`config.mk`:
```
export PLATFORM = sky130hd
export DESIGN_NAME = three_voice_dds_tone_mixer_flat
export DESIGN_NICKNAME = d
export VERILOG_FILES = /design/src/rtl/core/tdm_pkg.sv /design/src/rtl/core/tdm_stream_if.sv /design/src/rtl/core/tdm_cfg_mul.sv /design/src/rtl/core/tdm_voice_bank.sv /design/src/rtl/core/tdm_mixer.sv /design/src/rtl/core/three_voice_dds_tone_mixer.sv /design/src/flat_wrapper.sv
export VERILOG_INCLUDE_DIRS = /design/src /design/src/rtl/core
export SDC_FILE = /design/constraint.sdc
export NUM_CORES = 2
export LEC_CHECK = 0
export BUFFER_PORTS_ARGS = -buffer_cell sky130_fd_sc_hd__buf_2
export CORE_AREA = 2 2 406 408
export DETAILED_ROUTE_END_ITERATION = 10
export DIE_AREA = 0 0 408 410
export PLACE_DENSITY = 0.66
export SLEW_MARGIN = 40
export SYNTH_ARGS = -nofsm -noshare
export SYNTH_HDL_FRONTEND = slang
export SYNTH_HIERARCHICAL = 1
export SYNTH_SLANG_ARGS = --single-unit
```
`constraint.sdc`:
```
create_clock -name clk_i -period 16.99 [get_ports clk_i]
set_input_delay 2.5485 -clock clk_i [delete_from_list [all_inputs] [get_ports clk_i]]
set_output_delay 2.5485 -clock clk_i [all_outputs]
set_load 0.02 [all_outputs]
```
`src/rtl/core/assert_macros.svh`:
```
// Assertion macros shared by the tone mixer RTL.
// No dependencies; pulled in by the files that check their own logic.
`ifndef ASSERT_MACROS_SVH
`define ASSERT_MACROS_SVH

// Property on the rising clock, ignored while the active-low reset is asserted.
`define TDM_ASSERT(label, clk, rst_n, prop, msg) \
  label: assert property (@(posedge clk) disable iff (!(rst_n)) (prop)) else $error(msg);

// Condition that must never be true on a rising clock outside reset.
`define TDM_ASSERT_NEVER(label, clk, rst_n, cond, msg) \
  `TDM_ASSERT(label, clk, rst_n, !(cond), msg)

`endif

```
`src/rtl/core/tdm_pkg.sv`:
```
// Types and constants of the three-voice tone mixer.
// No dependencies; used by every module of the block.
package tdm_pkg;

  localparam int unsigned NUM_VOICES = 3;

  // Output sample rate in Hz; sets the phase step per tick
  localparam int unsigned SAMPLE_RATE = 22050;

  // Transaction kinds
  localparam logic [1:0] KIND_TICK    = 2'd0;
  localparam logic [1:0] KIND_CONFIG  = 2'd1;
  localparam logic [1:0] KIND_DISABLE = 2'd2;
  localparam logic [1:0] KIND_MUTE    = 2'd3;

  // Waveform codes; the rest are silent
  localparam logic [2:0] SHAPE_SQUARE   = 3'd0;
  localparam logic [2:0] SHAPE_TRIANGLE = 3'd1;
  localparam logic [2:0] SHAPE_SAW      = 3'd2;
  localparam logic [2:0] SHAPE_NOISE    = 3'd3;

  // Phase step = floor(hz * 2^32 / rate), done as hz * ceil(2^65 / rate) >> 33.
  // Exact for every 16-bit hz since hz * error * 2^32 < 2^65.
  localparam int unsigned STEP_SHIFT = 65;
  localparam int unsigned STEP_MUL_W = 53;
  localparam int unsigned STEP_LO_W  = 27;
  localparam int unsigned STEP_HI_W  = STEP_MUL_W - STEP_LO_W;
  localparam int unsigned STEP_SUM_W = STEP_MUL_W + 16;
  localparam logic [STEP_MUL_W-1:0] STEP_MUL = STEP_MUL_W'(
    ((66'd1 << STEP_SHIFT) + 66'(SAMPLE_RATE) - 66'd1) / 66'(SAMPLE_RATE));
  localparam logic [STEP_LO_W-1:0] STEP_MUL_LO = STEP_MUL[STEP_LO_W-1:0];
  localparam logic [STEP_HI_W-1:0] STEP_MUL_HI = STEP_MUL[STEP_MUL_W-1:STEP_LO_W];

  // Noise seed hashing
  localparam logic [31:0] SEED_MUL = 32'd2654435761;
  localparam logic [31:0] SEED_XOR = 32'h12345678;

  // Divide by 100 for magnitudes below 2^15: (x * 41944) >> 22
  localparam logic [15:0] DIV100_MUL   = 16'd41944;
  localparam int unsigned DIV100_SHIFT = 22;

  // Mixer levels
  localparam logic [7:0] MIX_LIMIT  = 8'd255;
  localparam logic [7:0] MIX_MID    = 8'd128;
  localparam logic [7:0] MUTE_LEVEL = 8'd127;

  typedef struct packed {
    logic [1:0]  kind;
    logic [1:0]  voice;
    logic [15:0] tone_hz;
    logic [7:0]  level;
    logic [2:0]  shape_code;
    logic        mute_on;
  } tdm_item_t;

  typedef struct packed {
    logic [7:0] pwm_level;
  } tdm_result_t;

  // Item plus the products needed by a configure
  typedef struct packed {
    tdm_item_t               item;
    logic [STEP_HI_W+15:0]   step_hi;
    logic [STEP_LO_W+15:0]   step_lo;
    logic [31:0]             seed_prod;
  } tdm_cfg_t;

  // Raw voice samples of one tick (two's complement, 0 for silent voices)
  typedef struct packed {
    logic                            muted;
    logic [NUM_VOICES-1:0][7:0]      samp;
    logic [NUM_VOICES-1:0][7:0]      level;
  } tdm_tick_t;

endpackage

```
`src/rtl/core/tdm_stream_if.sv`:
```
// Valid/ready channel carrying one payload of type T per transaction.
// No dependencies; the payload types come from tdm_pkg at the instance.
interface tdm_stream_if #(
  parameter type T = logic
) ();
  logic valid;
  logic ready;
  T     data;

  modport source (output valid, output data, input ready);
  modport sink   (input valid, input data, output ready);
endinterface

```
`src/rtl/core/tdm_cfg_mul.sv`:
```
// Stage 1: phase-step partial products and noise seed product.
// Depends on tdm_pkg.
module tdm_cfg_mul (
  input  logic               clk_i,
  input  logic               rst_ni,
  input  logic               in_valid_i,
  input  tdm_pkg::tdm_item_t in_item_i,
  output logic               in_ready_o,
  output logic               out_valid_o,
  output tdm_pkg::tdm_cfg_t  out_cfg_o,
  input  logic               out_ready_i
);
  import tdm_pkg::*;

  logic     valid_q;
  tdm_cfg_t cfg_q;
  tdm_cfg_t cfg_d;
  logic     fire;

  assign in_ready_o = !valid_q || out_ready_i;
  assign fire       = in_valid_i && in_ready_o;

  // Products of the tone frequency
  always_comb begin
    cfg_d.item      = in_item_i;
    cfg_d.step_hi   = (STEP_HI_W+16)'(in_item_i.tone_hz) * (STEP_HI_W+16)'(STEP_MUL_HI);
    cfg_d.step_lo   = (STEP_LO_W+16)'(in_item_i.tone_hz) * (STEP_LO_W+16)'(STEP_MUL_LO);
    cfg_d.seed_prod = 32'(in_item_i.tone_hz) * SEED_MUL;
  end

  always_ff @(posedge clk_i or negedge rst_ni) begin
    if (!rst_ni) begin
      valid_q <= 1'b0;
    end else if (fire) begin
      valid_q <= 1'b1;
    end else if (out_ready_i) begin
      valid_q <= 1'b0;
    end
  end

  always_ff @(posedge clk_i) begin
    if (fire) begin
      cfg_q <= cfg_d;
    end
  end

  assign out_valid_o = valid_q;
  assign out_cfg_o   = cfg_q;

endmodule

```
`src/rtl/core/tdm_voice_bank.sv`:
```
// Stage 2: voice state (phase, step, level, shape, noise LFSR, on, mute),
// configure/disable/mute handling and raw waveform samples. Depends on tdm_pkg.
module tdm_voice_bank (
  input  logic               clk_i,
  input  logic               rst_ni,
  input  logic               in_valid_i,
  input  tdm_pkg::tdm_cfg_t  in_cfg_i,
  output logic               in_ready_o,
  output logic               out_valid_o,
  output tdm_pkg::tdm_tick_t out_tick_o,
  input  logic               out_ready_i
);
  import tdm_pkg::*;
  `include "assert_macros.svh"

  logic [NUM_VOICES-1:0][31:0] acc_q, acc_d;
  logic [NUM_VOICES-1:0][31:0] step_q, step_d;
  logic [NUM_VOICES-1:0][7:0]  level_q, level_d;
  logic [NUM_VOICES-1:0][2:0]  shape_q, shape_d;
  logic [NUM_VOICES-1:0][31:0] noise_q, noise_d;
  logic [NUM_VOICES-1:0]       on_q, on_d;
  logic                        muted_q, muted_d;

  logic                        valid_q;
  tdm_tick_t                   tick_q, tick_d;

  logic [NUM_VOICES-1:0][31:0] noise_nx;
  logic [NUM_VOICES-1:0][22:0] tri_prod;
  logic [NUM_VOICES-1:0][7:0]  tri_t;
  logic [NUM_VOICES-1:0][7:0]  samp;
  logic [STEP_SUM_W-1:0]       step_sum;
  logic [31:0]                 new_step;
  logic [31:0]                 seed;
  logic [31:0]                 new_seed;
  logic                        is_tick;
  logic                        fire;

  assign is_tick    = in_cfg_i.item.kind == KIND_TICK;
  // Only ticks occupy the sample register
  assign in_ready_o = !is_tick || !valid_q || out_ready_i;
  assign fire       = in_valid_i && in_ready_o;

  // Configure values: step from the partial products, seed from its product
  assign step_sum = {in_cfg_i.step_hi, {STEP_LO_W{1'b0}}} + STEP_SUM_W'(in_cfg_i.step_lo);
  assign new_step = step_sum[STEP_SHIFT-1:STEP_SHIFT-32];
  assign seed     = SEED_XOR ^ in_cfg_i.seed_prod;
  assign new_seed = (seed == 32'd0) ? 32'd1 : seed;

  // Waveform samples from the current state
  always_comb begin
    for (int i = 0; i < NUM_VOICES; i++) begin
      noise_nx[i] = {noise_q[i][0] ^ noise_q[i][2] ^ noise_q[i][3] ^ noise_q[i][5],
                     noise_q[i][31:1]};
      // low 15 bits of phase[31:16] times 254
      tri_prod[i] = {acc_q[i][30:16], 8'b0} - {7'b0, acc_q[i][30:16], 1'b0};
      tri_t[i]    = tri_prod[i][22:15];
      case (shape_q[i])
        SHAPE_SQUARE:   samp[i] = acc_q[i][31] ? 8'h7F : 8'h81;
        SHAPE_TRIANGLE: samp[i] = acc_q[i][31] ? 8'd127 - tri_t[i] : tri_t[i] - 8'd127;
        SHAPE_SAW:      samp[i] = {~acc_q[i][31], acc_q[i][30:24]};
        SHAPE_NOISE:    samp[i] = {~noise_nx[i][31], noise_nx[i][30:24]};
        default:        samp[i] = 8'd0;
      endcase
      if (!on_q[i]) begin
        samp[i] = 8'd0;
      end
    end
  end

  // State update for the transaction leaving stage 1
  always_comb begin
    acc_d   = acc_q;
    step_d  = step_q;
    level_d = level_q;
    shape_d = shape_q;
    noise_d = noise_q;
    on_d    = on_q;
    muted_d = muted_q;
    if (fire) begin
      unique case (in_cfg_i.item.kind)
        KIND_TICK: begin
          if (!muted_q) begin
            for (int i = 0; i < NUM_VOICES; i++) begin
              if (on_q[i]) begin
                acc_d[i] = acc_q[i] + step_q[i];
                if (shape_q[i] == SHAPE_NOISE) begin
                  noise_d[i] = noise_nx[i];
                end
              end
            end
          end
        end
        KIND_MUTE: begin
          muted_d = in_cfg_i.item.mute_on;
        end
        KIND_DISABLE: begin
          for (int i = 0; i < NUM_VOICES; i++) begin
            if (in_cfg_i.item.voice == 2'(i)) begin
              on_d[i] = 1'b0;
            end
          end
        end
        KIND_CONFIG: begin
          for (int i = 0; i < NUM_VOICES; i++) begin
            if (in_cfg_i.item.voice == 2'(i)) begin
              if (in_cfg_i.item.tone_hz == 16'd0) begin
                on_d[i]   = 1'b0;
                step_d[i] = 32'd0;
              end else begin
                acc_d[i]   = 32'd0;
                step_d[i]  = new_step;
                level_d[i] = in_cfg_i.item.level;
                shape_d[i] = in_cfg_i.item.shape_code;
                noise_d[i] = new_seed;
                on_d[i]    = 1'b1;
              end
            end
          end
        end
        default: ;
      endcase
    end
  end

  // Sample register contents for a tick
  always_comb begin
    tick_d.muted = muted_q;
    tick_d.samp  = samp;
    tick_d.level = level_q;
  end

  always_ff @(posedge clk_i or negedge rst_ni) begin
    if (!rst_ni) begin
      for (int i = 0; i < NUM_VOICES; i++) begin
        acc_q[i]   <= 32'd0;
        step_q[i]  <= 32'd0;
        level_q[i] <= 8'd0;
        shape_q[i] <= 3'd0;
        noise_q[i] <= 32'd1;
      end
      on_q    <= '0;
      muted_q <= 1'b0;
      valid_q <= 1'b0;
    end else begin
      acc_q   <= acc_d;
      step_q  <= step_d;
      level_q <= level_d;
      shape_q <= shape_d;
      noise_q <= noise_d;
      on_q    <= on_d;
      muted_q <= muted_d;
      if (fire && is_tick) begin
        valid_q <= 1'b1;
      end else if (out_ready_i) begin
        valid_q <= 1'b0;
      end
    end
  end

  always_ff @(posedge clk_i) begin
    if (fire && is_tick) begin
      tick_q <= tick_d;
    end
  end

  assign out_valid_o = valid_q;
  assign out_tick_o  = tick_q;

  // A muted tick leaves every voice untouched
  `TDM_ASSERT(a_muted_tick_holds, clk_i, rst_ni, (fire && is_tick && muted_q) |=> ($stable(acc_q) && $stable(noise_q)), "muted tick changed voice state")
  // A configure with a tone starts voice 0 at phase zero
  `TDM_ASSERT(a_config_starts_voice, clk_i, rst_ni, (fire && in_cfg_i.item.kind == KIND_CONFIG && in_cfg_i.item.tone_hz != 16'd0 && in_cfg_i.item.voice == 2'd0) |=> (on_q[0] && acc_q[0] == 32'd0), "configure did not start voice 0")

endmodule

```
`src/rtl/core/tdm_mixer.sv`:
```
// Stages 3 to 5: level scaling, divide by 100, three-voice sum, clamp and
// PWM offset into the result register. Depends on tdm_pkg and tdm_stream_if.
module tdm_mixer (
  input  logic               clk_i,
  input  logic               rst_ni,
  input  logic               in_valid_i,
  input  tdm_pkg::tdm_tick_t in_tick_i,
  output logic               in_ready_o,
  tdm_stream_if.source       out_o
);
  import tdm_pkg::*;

  // Stage 3: signed sample times level
  logic                        v3_q;
  logic                        muted3_q;
  logic [NUM_VOICES-1:0][15:0] prod_q;
  logic [NUM_VOICES-1:0][16:0] prod_c;
  // Stage 4: scaled voice contributions
  logic                        v4_q;
  logic                        muted4_q;
  logic [NUM_VOICES-1:0][9:0]  scaled_q;
  logic [NUM_VOICES-1:0][9:0]  scaled_c;
  logic [NUM_VOICES-1:0][15:0] mag;
  logic [NUM_VOICES-1:0][30:0] mq;
  logic [NUM_VOICES-1:0][8:0]  quot;
  // Result register
  logic                        ov_q;
  logic [7:0]                  pwm_q;
  logic [7:0]                  pwm_c;
  logic [11:0]                 sum_c;
  logic [11:0]                 abs_c;
  logic [7:0]                  clamp_c;
  logic [7:0]                  half_c;

  logic rdy3, rdy4, rdy5;
  logic fire3, fire4, fire5;

  assign rdy5       = !ov_q || out_o.ready;
  assign rdy4       = !v4_q || rdy5;
  assign rdy3       = !v3_q || rdy4;
  assign in_ready_o = rdy3;
  assign fire3      = in_valid_i && rdy3;
  assign fire4      = v3_q && rdy4;
  assign fire5      = v4_q && rdy5;

  // Volume multiply
  always_comb begin
    for (int i = 0; i < NUM_VOICES; i++) begin
      prod_c[i] = 17'($signed(in_tick_i.samp[i]) * $signed({1'b0, in_tick_i.level[i]}));
    end
  end

  // Divide by 100 toward zero on the magnitude
  always_comb begin
    for (int i = 0; i < NUM_VOICES; i++) begin
      mag[i]  = prod_q[i][15] ? 16'(16'd0 - prod_q[i]) : prod_q[i];
      mq[i]   = 31'(mag[i][14:0]) * 31'(DIV100_MUL);
      quot[i] = mq[i][DIV100_SHIFT+8:DIV100_SHIFT];
      scaled_c[i] = prod_q[i][15] ? 10'(10'd0 - {1'b0, quot[i]}) : {1'b0, quot[i]};
    end
  end

  // Sum, clamp to +-255, halve toward zero, offset to mid scale; mute level if muted
  always_comb begin
    sum_c = 12'd0;
    for (int i = 0; i < NUM_VOICES; i++) begin
      sum_c = sum_c + {{2{scaled_q[i][9]}}, scaled_q[i]};
    end
    abs_c   = sum_c[11] ? 12'(12'd0 - sum_c) : sum_c;
    clamp_c = (abs_c > {4'd0, MIX_LIMIT}) ? MIX_LIMIT : abs_c[7:0];
    half_c  = {1'b0, clamp_c[7:1]};
    if (muted4_q) begin
      pwm_c = MUTE_LEVEL;
    end else if (sum_c[11]) begin
      pwm_c = MIX_MID - half_c;
    end else begin
      pwm_c = MIX_MID + half_c;
    end
  end

  always_ff @(posedge clk_i or negedge rst_ni) begin
    if (!rst_ni) begin
      v3_q <= 1'b0;
      v4_q <= 1'b0;
      ov_q <= 1'b0;
    end else begin
      if (fire3) begin
        v3_q <= 1'b1;
      end else if (fire4) begin
        v3_q <= 1'b0;
      end
      if (fire4) begin
        v4_q <= 1'b1;
      end else if (fire5) begin
        v4_q <= 1'b0;
      end
      if (fire5) begin
        ov_q <= 1'b1;
      end else if (out_o.ready) begin
        ov_q <= 1'b0;
      end
    end
  end

  always_ff @(posedge clk_i) begin
    if (fire3) begin
      muted3_q <= in_tick_i.muted;
      for (int i = 0; i < NUM_VOICES; i++) begin
        prod_q[i] <= prod_c[i][15:0];
      end
    end
    if (fire4) begin
      muted4_q <= muted3_q;
      scaled_q <= scaled_c;
    end
    if (fire5) begin
      pwm_q <= pwm_c;
    end
  end

  assign out_o.valid          = ov_q;
  assign out_o.data.pwm_level = pwm_q;

endmodule

```
`src/rtl/core/three_voice_dds_tone_mixer.sv`:
```
// Top level of the three-voice DDS tone mixer.
// Depends on tdm_pkg, tdm_stream_if, tdm_cfg_mul, tdm_voice_bank, tdm_mixer.
//
// Three DDS voices (square, triangle, saw, LFSR noise) with 32-bit phase
// accumulators, mixed into an 8-bit PWM duty value. Every transaction on in_i
// is one of: sample tick, configure voice, disable voice, set mute; only a
// tick produces a transaction on out_o. The design is a six-register pipeline
// (input, step multiply, voice state, volume multiply, divide by 100, result),
// so one transaction is taken every clock while out_o is not stalled. Voice
// state lives in the third register stage, so back-to-back configure and
// tick transactions see each other in order. Back-pressure on out_o stalls
// only the stages that are full; non-tick transactions drain past a stalled
// sample stage.
module three_voice_dds_tone_mixer (
  input  logic         clk_i,
  input  logic         rst_ni,
  tdm_stream_if.sink   in_i,
  tdm_stream_if.source out_o
);
  import tdm_pkg::*;
  `include "assert_macros.svh"

  logic      v0_q;
  tdm_item_t item0_q;
  logic      rdy1;
  logic      v1;
  tdm_cfg_t  cfg1;
  logic      rdy2;
  logic      v2;
  tdm_tick_t tick2;
  logic      rdy3;
  logic      fire0;

  // Input register
  assign in_i.ready = !v0_q || rdy1;
  assign fire0      = in_i.valid && in_i.ready;

  always_ff @(posedge clk_i or negedge rst_ni) begin
    if (!rst_ni) begin
      v0_q <= 1'b0;
    end else if (fire0) begin
      v0_q <= 1'b1;
    end else if (rdy1) begin
      v0_q <= 1'b0;
    end
  end

  always_ff @(posedge clk_i) begin
    if (fire0) begin
      item0_q <= in_i.data;
    end
  end

  tdm_cfg_mul u_cfg_mul (
    .clk_i       (clk_i),
    .rst_ni      (rst_ni),
    .in_valid_i  (v0_q),
    .in_item_i   (item0_q),
    .in_ready_o  (rdy1),
    .out_valid_o (v1),
    .out_cfg_o   (cfg1),
    .out_ready_i (rdy2)
  );

  tdm_voice_bank u_voice_bank (
    .clk_i       (clk_i),
    .rst_ni      (rst_ni),
    .in_valid_i  (v1),
    .in_cfg_i    (cfg1),
    .in_ready_o  (rdy2),
    .out_valid_o (v2),
    .out_tick_o  (tick2),
    .out_ready_i (rdy3)
  );

  tdm_mixer u_mixer (
    .clk_i      (clk_i),
    .rst_ni     (rst_ni),
    .in_valid_i (v2),
    .in_tick_i  (tick2),
    .in_ready_o (rdy3),
    .out_o      (out_o)
  );

  // Clamped and halved mix plus offset never reaches zero
  `TDM_ASSERT_NEVER(a_pwm_nonzero, clk_i, rst_ni, out_o.valid && out_o.data.pwm_level == 8'd0, "pwm level of zero")
  // The sample stage fills only from a tick leaving stage 1
  `TDM_ASSERT(a_sample_from_tick, clk_i, rst_ni, $rose(v2) |-> $past(v1 && cfg1.item.kind == KIND_TICK), "sample stage loaded without a tick")
  // A blocked input register keeps its transaction
  `TDM_ASSERT(a_input_holds, clk_i, rst_ni, (v0_q && !rdy1) |=> (v0_q && $stable(item0_q)), "input register lost a stalled transaction")

endmodule

```
`src/flat_wrapper.sv`:
```
// flat-port wrapper written by rule: the top's interface ports become plain ports
module three_voice_dds_tone_mixer_flat import tdm_pkg::*;
  (clk_i, rst_ni, in_i_valid, in_i_data, in_i_ready, out_o_valid, out_o_data, out_o_ready);
  tdm_stream_if #(.T(tdm_item_t)) in_i_i ();
  tdm_stream_if #(.T(tdm_result_t)) out_o_i ();
  input  logic clk_i;
  input  logic rst_ni;
  input wire logic [$bits(in_i_i.valid)-1:0] in_i_valid;
  input wire logic [$bits(in_i_i.data)-1:0] in_i_data;
  output wire logic [$bits(in_i_i.ready)-1:0] in_i_ready;
  output wire logic [$bits(out_o_i.valid)-1:0] out_o_valid;
  output wire logic [$bits(out_o_i.data)-1:0] out_o_data;
  input wire logic [$bits(out_o_i.ready)-1:0] out_o_ready;
  assign in_i_i.valid = in_i_valid;
  assign in_i_i.data = in_i_data;
  assign in_i_ready = in_i_i.ready;
  assign out_o_valid = out_o_i.valid;
  assign out_o_data = out_o_i.data;
  assign out_o_i.ready = out_o_ready;
  three_voice_dds_tone_mixer u_core (.clk_i(clk_i), .rst_ni(rst_ni), .in_i(in_i_i), .out_o(out_o_i));
endmodule
```
# Word-level counts from Yosys, hierarchy flattened
# Cells that the tools add are included.
[op_classes]
n_addsub = 24
n_mul = 9
order_cmp = 1
eq_ne = 28
muxes = 61
bitwise = 17
n_reduce_logical = 52
[ops]
columns = ["operator", "count"]
rows = [
  ["two-way mux 32 bit", 19],
  ["one-hot mux 96 bit (2 select lines)", 2],
  ["two-way mux 96 bit", 2],
  ["adder 32 bit", 3],
  ["one-hot mux 8 bit (4 select lines)", 3],
  ["multiplier 15 x 13 -> 28 bit (second input constant)", 3],
  ["subtractor 23 x 16 -> 23 bit", 3],
  ["adder 65 x 41 -> 65 bit", 1],
  ["two-way mux 8 bit", 8],
  ["multiplier 8 x 9 -> 16 bit", 3],
  ["two-way mux 15 bit", 3],
  ["subtractor 1 x 15 -> 15 bit (first input constant)", 3],
  ["multiplier 16 x 24 -> 40 bit (second input constant)", 1],
  ["multiplier 16 x 23 -> 37 bit (second input constant)", 1],
  ["zero test 32 bit", 1],
  ["multiplier 16 x 32 -> 32 bit (second input constant)", 1],
  ["subtractor 1 x 9 -> 10 bit (first input constant)", 3],
  ["two-way mux 9 bit", 3],
  ["AND reduction 4 bit", 6],
  ["subtractor 7 x 8 -> 8 bit (first input constant)", 3],
  ["subtractor 8 x 7 -> 8 bit (second input constant)", 3],
  ["!= test 2 bit (second input constant)", 11],
  ["AND reduction 7 bit", 3],
  ["two-way mux 1 bit", 19],
  ["26 further kinds", 84],
]
[totals]
ff_bits = 641
in_bits = 36
out_inout_bits = 10
wordCells = 251

# Logic depth before layout (Yosys ltp)
[depth]
ltp_word = 9
depth_mapped = 31
mapped_depth_nobuf = 31

# Hierarchy
# The synthesis kept the hierarchy.
[by_module_without_submodules]
columns = ["module", "n_inst", "cells_each", "area_per_inst_um2", "seq_area_each_um2"]
rows = [
  ["tdm_mixer", 1, 2378, 22650.5, 2717.6],
  ["tdm_voice_bank", 1, 2436, 22484.1, 9633.0],
  ["tdm_cfg_mul", 1, 2001, 21795.9, 4108.9],
  ["three_voice_dds_tone_mixer", 1, 36, 1014.7, 985.9],
]

# Worst setup path after synthesis
# OpenSTA, ideal clock, no wires.
[synth_timing]
path_kind = "register to register"
from = "register u_core/u_mixer/prod_q[23] (netlist bit)"
to = "register u_core/u_mixer/scaled_q[19] (netlist bit) (data pin)"
setup_time_ps = 259
t_arrival_ps = 6939
required_time_ps = 16731
slack_ps = 9792
path_stages_with_launch = 26
n_path_buf = 0
period_less_slack_ps = 7198
path_cell_list = "edfxtp_1 > or4_1 > or4_1 > o21a_1 > xor2_1 > inv_1 > fa_1 > inv_1 > ha_1 > inv_1 > fa_1 > inv_1 > fa_1 > inv_1 > fa_1 > inv_1 > ha_1 > nand3_1 > o22ai_1 > o21a_1 > or3_1 > o221a_2 > a211o_1 > a211oi_1 > nand2_1 > o31a_1"
[synth_between]
elab_chain_len = 4
[synth_lines]
columns = ["item", "line", "rtl"]
rows = [
  ["start: declaration", "tdm_mixer.sv:16", "logic [NUM_VOICES-1:0][15:0] prod_q;"],
  ["start signal: indexed assignment", "tdm_mixer.sv:109", "prod_q[i] <= prod_c[i][15:0];"],
  ["subtractor 1 x 15 -> 15 bit", "tdm_mixer.sv:56", "mag[i] = prod_q[i][15] ? 16'(16'd0 - prod_q[i]) : prod_q[i];"],
  ["two-way mux 15 bit *", "tdm_mixer.sv:56", ""],
  ["multiplier 15 x 13 -> 28 bit *", "tdm_mixer.sv:57", "mq[i] = 31'(mag[i][14:0]) * 31'(DIV100_MUL);"],
  ["subtractor 1 x 9 -> 10 bit *", "tdm_mixer.sv:59", "scaled_c[i] = prod_q[i][15] ? 10'(10'd0 - {1'b0, quot[i]}) : {1'b0, quot[i]};"],
  ["end signal: assignment", "tdm_mixer.sv:114", "scaled_q <= scaled_c;"],
  ["end: declaration", "tdm_mixer.sv:21", "logic [NUM_VOICES-1:0][9:0] scaled_q;"],
]
# Every way passes the cells marked *; elsewhere a longest branch is shown, timed or not.
# A chain may end at the register's enable or synchronous reset.

==> impl_metrics.ini <==
[floorplan]
die_area_um2 = 167000
initial_core_util_pct = 40.7
io_pins = 46
dieWidth_um = 408
coreArea_um2 = 163000
chipHeight_um = 410
rows = 149

[global_routing]
grt.overflow.total = 0
grt_pass1_vias = 49700
gr-max-usage-layer = met2
grt_max_degree = 93
grtUsageMet3_pct = 3.48
grt_util_met1_pct = 25.9
grt_pass1_wl_mm = 270
met2_usage_pct = 34.2
grtUsageTotal_pct = 20.2
antenna_found_initial = 1

[clock_tree]
cts-resized-gates = 0
ctsHoldBuffers = 0
cts_tree = built
post_cts_buffers = 0
cts_buffer_depth = 3
cts_buffers = 72
cts_root_buf = clkbuf_16
clock_latency_ns = 0.69
htree_levels = 3
cts_sinks = 610
clk_pin_slew_ns = 0.06

[routing]
drc_errors = 0
drt-vias-per-instance = 5.33
ant_nets = 0
drt-total-wl_mm = 169
first_iter_violations = 3224
dr.pass1.iters = 5
routedWlPerCell_um = 18.7
vias = 48000

[job]
max-cap-violations = 0

[yosys]
syn-cell-area_um2 = 66600
ys_warn_count = 6
synth_cells = 6741
avgSynthCellArea_um2 = 9.88

[setup_path]
worst-path-buf-inv = 6
cp-endpoint = u_core/u_mixer/scaled_q[17]$_DFFE_PP_
cp_slowest_cell = xor2_1
r2r_start = u_core/u_mixer/prod_q[16]$_DFFE_PP_
rrSetupSlack_ns = 9.15
startpoint = u_core/u_mixer/prod_q[16]$_DFFE_PP_
critical_path.startpoint_type = register
crit_path_max_fanout = 6
cp_slowest_stage_delay_ns = 0.57
cp_num_cells = 25
r2r_cells = 25
cp.arrival_ns = 8.25
path_delay_family = adder cells
reg2reg_to = u_core/u_mixer/scaled_q[17]$_DFFE_PP_
worstPathRequired_ns = 17.40
critical_path_class = reg2reg
cp_common_cell = inv_1
endpoint_kind = register

[timing]
worstMarginPinSlew_ns = 0.904
hold_viol = 0
rsz0062_at_grt = no
slew_headroom_pct = 39.7
setup_viol = 0
finClkSkew_ns = 0.0444
setup-tns-final_ns = 0
period_minus_slack_ns = 7.84
drv_slew = 0
timing.fmax_mhz = 128
fin_crit_sh_pct = 46.1

[run_status]
outcome = finished, final reports clean

[placed_design]
hpwl_mm = 137
place.gp.congestion = 1.01
place.port_buffers = 45

[cells_and_area]
drive_gt1_share_pct = 4.79
area_growth_pct = 7.92
nets = 8407
nFillCells = 15500
multi_input_area_um2 = 44700
regArea_um2 = 16700

[min_path]
hp-class = reg2reg
flip-flops by register name (all words and copies together) (netlist names), 3 cells and up:
name                            cells
u_core/u_voice_bank/acc_q          96
u_core/u_voice_bank/step_q         96
u_core/u_voice_bank/shape_q         9
u_core/u_mixer/prod_q              48
u_core/u_mixer/scaled_q            30
u_core/u_voice_bank/out_tick_o     49
u_core/u_voice_bank/level_q        24
u_core/u_mixer/out_o.data           8
u_core/u_voice_bank/noise_nx       93
u_core/u_voice_bank/noise_q         3
u_core/u_voice_bank/on_q            3
u_core/item0_q                     32
u_core/u_cfg_mul/out_cfg_o        110
worst min path at each step:
stage,start,to,cells after the start
6_report,u_core/item0_q[9]$_DFFE_PP_,u_core/u_cfg_mul/out_cfg_o[126]$_DFFE_PP_,0
5_1_grt,u_core/u_voice_bank/out_tick_o[48]$_DFFE_PP_,u_core/u_mixer/muted3_q$_DFFE_PP_,0
4_1_cts,u_core/item0_q[9]$_DFFE_PP_,u_core/u_cfg_mul/out_cfg_o[126]$_DFFE_PP_,0
3_5_place_dp,u_core/item0_q[0]$_DFFE_PP_,u_core/u_cfg_mul/out_cfg_o[117]$_DFFE_PP_,0
3_3_place_gp,u_core/item0_q[4]$_DFFE_PP_,u_core/u_cfg_mul/out_cfg_o[121]$_DFFE_PP_,0
2_1_floorplan,u_core/item0_q[0]$_DFFE_PP_,u_core/u_cfg_mul/out_cfg_o[117]$_DFFE_PP_,0
per-stage QoR:
stage               std cells  setup slack, ns  util [%]  area [µm²]  hold WS [ns]
floorplan                6743             9.79         -       66600         0.400
finish                   9001             9.15      43.9       71900         0.412
global route             9000             8.55      43.9       71800         0.440
detailed placement       8868             9.08      42.4       69400         0.406
global placement         8866             9.09      42.4       69300         0.408
CTS                      9000             9.07      43.9       71800         0.412
layer usage:
layer | vias to the layer above | wire length (µm)
li1 | 22700 | -
met1 | 23600 | 71300
met2 | 1344 | 80800
met3 | 345 | 9560
met4 | 0 | 6910
met5 | - | 0
layout by cell type, fill, tap and decap left out, drive strengths merged, types with 37 or more instances in the layout:
cell type,n
inv,1253
ha,920
fa,698
nand2,553
o21ai,333
dfrtp,328
a21oi,325
edfxtp,279
nor2,254
xnor2,235
and2,126
xor2,115
a21o,107
clkbuf,96
buf,85
nand3,79
o31ai,72
a22o,67
nand2b,67
nor3,60
a22oi,55
o21bai,46
nand4,43
a211oi,38
a31oi,37
layout make-up:
cell class | count | share of cell area, %
antenna | 1 | 0.00348
sequential | 610 | 23.2
clock inverter | 36 | 0.740
timing repair buffer | 85 | 0.789
inverter | 1252 | 6.54
clock buffer | 96 | 2.70
multi-input combinational | 4732 | 62.2
tap | 2189 | 3.81
Power is not shown: default switching activity piles up to over one toggle a cycle in this logic, so the estimate is an artifact.
